===== src/sba_divider.sv =====
// Restoring radix-2 divider, one quotient bit per cycle.
`default_nettype none

module sba_divider #(
    parameter int DIV_W = 32,
    parameter int DSR_W = 13
) (
    input  wire logic             clk,
    input  wire logic             rst_n,
    input  wire logic             start,
    input  wire logic [DIV_W-1:0] dividend,
    input  wire logic [DSR_W-1:0] divisor,
    output logic                  done,
    output logic      [DIV_W-1:0] quotient,
    output logic      [DSR_W-1:0] remainder
);

    localparam int STEP_W = $clog2(DIV_W + 1);

    logic              busy_reg, busy_next;
    logic              done_reg, done_next;
    logic [STEP_W-1:0] step_reg, step_next;
    logic [DIV_W-1:0]  quo_reg, quo_next;
    logic [DSR_W-1:0]  rem_reg, rem_next;
    logic [DSR_W-1:0]  dsr_reg, dsr_next;
    logic [DSR_W:0]    shifted;
    logic [DSR_W:0]    diff;
    logic              ge;

    // Trial subtract of the divisor from the shifted partial remainder
    always_comb
    begin
        shifted = {rem_reg, quo_reg[DIV_W-1]};
        diff    = shifted - {1'b0, dsr_reg};
        ge      = shifted >= {1'b0, dsr_reg};
    end

    // Step sequencing
    always_comb
    begin
        busy_next = busy_reg;
        done_next = 1'b0;
        step_next = step_reg;
        quo_next  = quo_reg;
        rem_next  = rem_reg;
        dsr_next  = dsr_reg;
        if (start)
        begin
            busy_next = 1'b1;
            step_next = '0;
            quo_next  = dividend;
            rem_next  = '0;
            dsr_next  = divisor;
        end
        else if (busy_reg)
        begin
            quo_next  = {quo_reg[DIV_W-2:0], ge};
            rem_next  = ge ? diff[DSR_W-1:0] : shifted[DSR_W-1:0];
            step_next = STEP_W'(step_reg + 1'b1);
            if (step_reg == STEP_W'(DIV_W - 1))
            begin
                busy_next = 1'b0;
                done_next = 1'b1;
            end
        end
    end

    always_ff @(posedge clk or negedge rst_n)
    begin
        if (!rst_n)
        begin
            busy_reg <= 1'b0;
            done_reg <= 1'b0;
            step_reg <= '0;
        end
        else
        begin
            busy_reg <= busy_next;
            done_reg <= done_next;
            step_reg <= step_next;
        end
    end

    always_ff @(posedge clk)
    begin
        quo_reg <= quo_next;
        rem_reg <= rem_next;
        dsr_reg <= dsr_next;
    end

    assign done      = done_reg;
    assign quotient  = quo_reg;
    assign remainder = rem_reg;

endmodule

`default_nettype wire

===== config.mk =====
export PLATFORM = sky130hd
export DESIGN_NAME = sba_divider
export DESIGN_NICKNAME = d
export VERILOG_FILES = /design/src/sba_divider.sv
export SDC_FILE = /design/constraint.sdc
export NUM_CORES = 1
export LEC_CHECK = 0
export BUFFER_PORTS_ARGS = -buffer_cell sky130_fd_sc_hd__buf_2
export CELL_PAD_IN_SITES_DETAIL_PLACEMENT = 1
export CELL_PAD_IN_SITES_GLOBAL_PLACEMENT = 1
export CORE_MARGIN = 3
export CORE_UTILIZATION = 44
export CTS_CLUSTER_SIZE = 24
export DETAILED_ROUTE_END_ITERATION = 8
export PLACE_DENSITY_LB_ADDON = 0.1
export SYNTH_ARGS = -nofsm -noshare
export SYNTH_HDL_FRONTEND = slang
export SYNTH_SLANG_ARGS = --single-unit
export TNS_END_PERCENT = 1

===== constraint.sdc =====
create_clock -name clk -period 6.9 [get_ports clk]
set_clock_uncertainty 0.05 [all_clocks]
set_input_delay 2.07 -clock clk [delete_from_list [all_inputs] [get_ports clk]]
set_output_delay 2.07 -clock clk [all_outputs]
set_load 0.03 [all_outputs]

==> impl_metrics.env <==
export IMPL_status="completed"
export IMPL_dr_pass1_iters=4
export IMPL_fin_util_pct=56.9
export IMPL_drt_wirelength_per_cell_um=18.2
export IMPL_clkTransAtPathRegs_ns=0.08
export IMPL_rsz0062_at_grt="false"
export IMPL_slew_headroom_pct=36.6
export IMPL_fin_crit_sh_pct=53.4
export IMPL_grt_max_degree=42
export IMPL_tightestPinTransition_ns=0.951
export IMPL_nets=446
export IMPL_netlist_area_um2=3450
export IMPL_reg2reg_depth=10
export IMPL_initial_core_util_pct=46.4
export IMPL_setup_tns_ns=0
export IMPL_crit_type="input port to register"
export IMPL_n_fill_cell=840
export IMPL_cp_required_ns=6.84
export IMPL_slew_viol_final=0
export IMPL_grtUsageTotal_pct=21.1
export IMPL_power_density_nw_per_um2=372
export IMPL_worstSkewPairLatency_ns=0.33
export IMPL_numCtsBuffers=9
export IMPL_tritoncts="built"
export IMPL_core_area_um2=7450
export IMPL_cp_data_arrival_time_ns=3.62
export IMPL_path_cells="buf_2, nor2_1, inv_1, buf_4"
export IMPL_slowest_stage="buf_2"
export IMPL_worst_hold_startpoint="remainder[10]$_SDFFE_PP0P_"
export IMPL_viasPerCell=5.38
export IMPL_worstSetupPathDepth=4
export IMPL_drc_errors=0
export IMPL_wl_um=8840
export IMPL_overflow=0
export IMPL_drtAntennaViolNets=0
export IMPL_syn_inst=290
export IMPL_setup_viol=0
export IMPL_synth_seq_cells=66
export IMPL_synth_nets=353
export IMPL_vdd_drop_max_uv=199
export IMPL_gp_congestion=0.761
export IMPL_place_hpwl_um=6060
export IMPL_startpoint="start"
export IMPL_die_height_um=94.6
export IMPL_hold_viol_final=0
export IMPL_netlist_cell_type_count=52
export IMPL_p_leak_nw=1.86
export IMPL_min_path_type="register to register"
export IMPL_crit_family="buffers and inverters"
export IMPL_final_common_cell="buf_2"
export IMPL_cts_buffer_depth=2
export IMPL_drv_cap=0
export IMPL_synth_edff_count=45
export IMPL_reg2reg_from="quotient[31]$_DFFE_PP_"
export IMPL_fin_crit_ns=3.69
export IMPL_drtIter0Drc=81
export IMPL_io_pins=94
export IMPL_endpoint_kind="register"
export IMPL_synth_flop_cell="edfxtp_1"
export IMPL_cts_root_buffer="clkbuf_8"
export IMPL_largest_reg_flops=32
export IMPL_clock_sinks=66
export IMPL_cts_setup_buffers=0
export IMPL_slowest_delay_ns=0.70
export IMPL_synth_seq_area_share_pct=52.5
export IMPL_min_path_cells=2
export IMPL_synthArstFlopShare_pct=12.1
export IMPL_seq_area_um2=1810
export IMPL_max_freq_ghz=0.271
export IMPL_areaGrowthSynthToFinish_pct=22.7
export IMPL_crit_path_max_fanout=41
export IMPL_cts_repair_resized=0
export IMPL_grt_antenna_before_repair=0
export IMPL_vias=2621
export IMPL_grt_pass1_wl_um=14400
export IMPL_grt_pass1_vias=2889
export IMPL_die_x_um=94.6
export IMPL_antenna_diode_count=0
export IMPL_final_cell_mix="buf_2 (93), edfxtp_1 (45), mux2_2 (33), nor2_1 (21), inv_1 (18)"
export IMPL_die_area_um2=8950
export IMPL_syn_area_per_cell_um2=11.9
export IMPL_portBuffers=93
export IMPL_multi_input_area_um2=1510
export IMPL_startpoint_type="input port"
export IMPL_synth_warnings=0
export IMPL_fp_row_count=31
export IMPL_htree_levels=3
export IMPL_cts_hold_buf=0
export IMPL_layout_drive_gt1_share_pct=39.7
export IMPL_cp_num_buf_inv=3
==> worst register-to-register path: stages, from the launching register on <==
cell and delay, ns:
edfxtp_1 0.45, inv_1 0.09, ha_1 0.17, inv_1 0.06, fa_1 0.43, a211oi_1 0.32, o21ai_0 0.20, o211ai_2 0.35
nand2_4 0.24, o211a_1 0.20, a2111oi_2 0.31
==> worst paths after layout <==
path                                         endpoint  slack (ns)
max in group asynchronous     step_reg[2]$_DFFE_PN0P_        5.11
max reg2reg                 remainder[5]$_SDFFE_PP0P_        3.94
min                        remainder[10]$_SDFFE_PP0P_        0.49
min in group asynchronous          busy_reg$_DFF_PN0_        1.51
min reg2reg                remainder[10]$_SDFFE_PP0P_        0.49
max                            quotient[24]$_DFFE_PP_        3.21
==> report_power, final <==
part	leakage (nW)	internal, mW	switching (mW)
sequential	0.678	0.491	0.0602
combinational	1.07	0.240	0.381
clock	0.117	0.242	0.160
==> routing by layer <==
metal	vias to the layer above	part of all wire [%]	global-route usage, %	wire length (µm)
met1	1290	44	26.1	3890
met4	0	1.0	6.13	89
li1	1253	-	-	-
met3	8	5.6	5.90	496
met5	-	0	0	0
met2	70	49	36.1	4370
==> stage by stage <==
| stage | std cells | power (mW) | setup WS, ns | instance area [µm²] | hold WS [ns] |
|---|---|---|---|---|---|
| finish | 487 | 1.57 | 3.21 | 4240 | 0.492 |
| global route | 487 | 1.67 | 3.03 | 4240 | 0.526 |
| CTS | 487 | 1.59 | 3.21 | 4240 | 0.496 |
| detailed placement | 471 | 1.18 | 2.86 | 3990 | 0.485 |
| global placement | 471 | 1.16 | 2.90 | 3990 | 0.469 |
| floorplan | 290 | 1.02 | 3.45 | 3450 | 0.436 |
==> cells in the mapped netlist (5+ instances only) <==
cell / instances / area share [%]
ha_1: 14 / 5.1
nand2_1: 17 / 1.8
dfxtp_1: 13 / 7.5
dfrtp_1: 8 / 5.8
a21oi_1: 8 / 1.2
nor2_1: 21 / 2.3
nand3_1: 5 / 0.72
nor3_1: 5 / 0.72
xor2_1: 7 / 1.8
edfxtp_1: 45 / 39
clkbuf_1: 7 / 0.76
o21a_1: 5 / 1.1
mux2i_1: 7 / 2.0
o21ai_0: 11 / 1.6
inv_1: 18 / 2.0
mux2_2: 33 / 11
==> kinds of logic (layout without fill, tap and decap cells) <==
family	Yosys count	in the layout	synth area share [%]
simple gates	70	70	10.0
flops	66	66	52.5
compound gates	57	57	12.5
mux	40	40	12.8
buf+inv	31	129	3.80
fa+ha+maj	15	15	5.65
xor+xnor	11	11	2.79
==> layout make-up <==
cell class	count	area share [%]
well taps	99	2.92
inverters	18	1.59
multi-input cells	193	35.6
repair buffers	95	11.3
flip-flops and latches	66	42.8
clock inverters	6	2.72
clock buffers	10	3.01
Power figures use the tool's default switching activity.
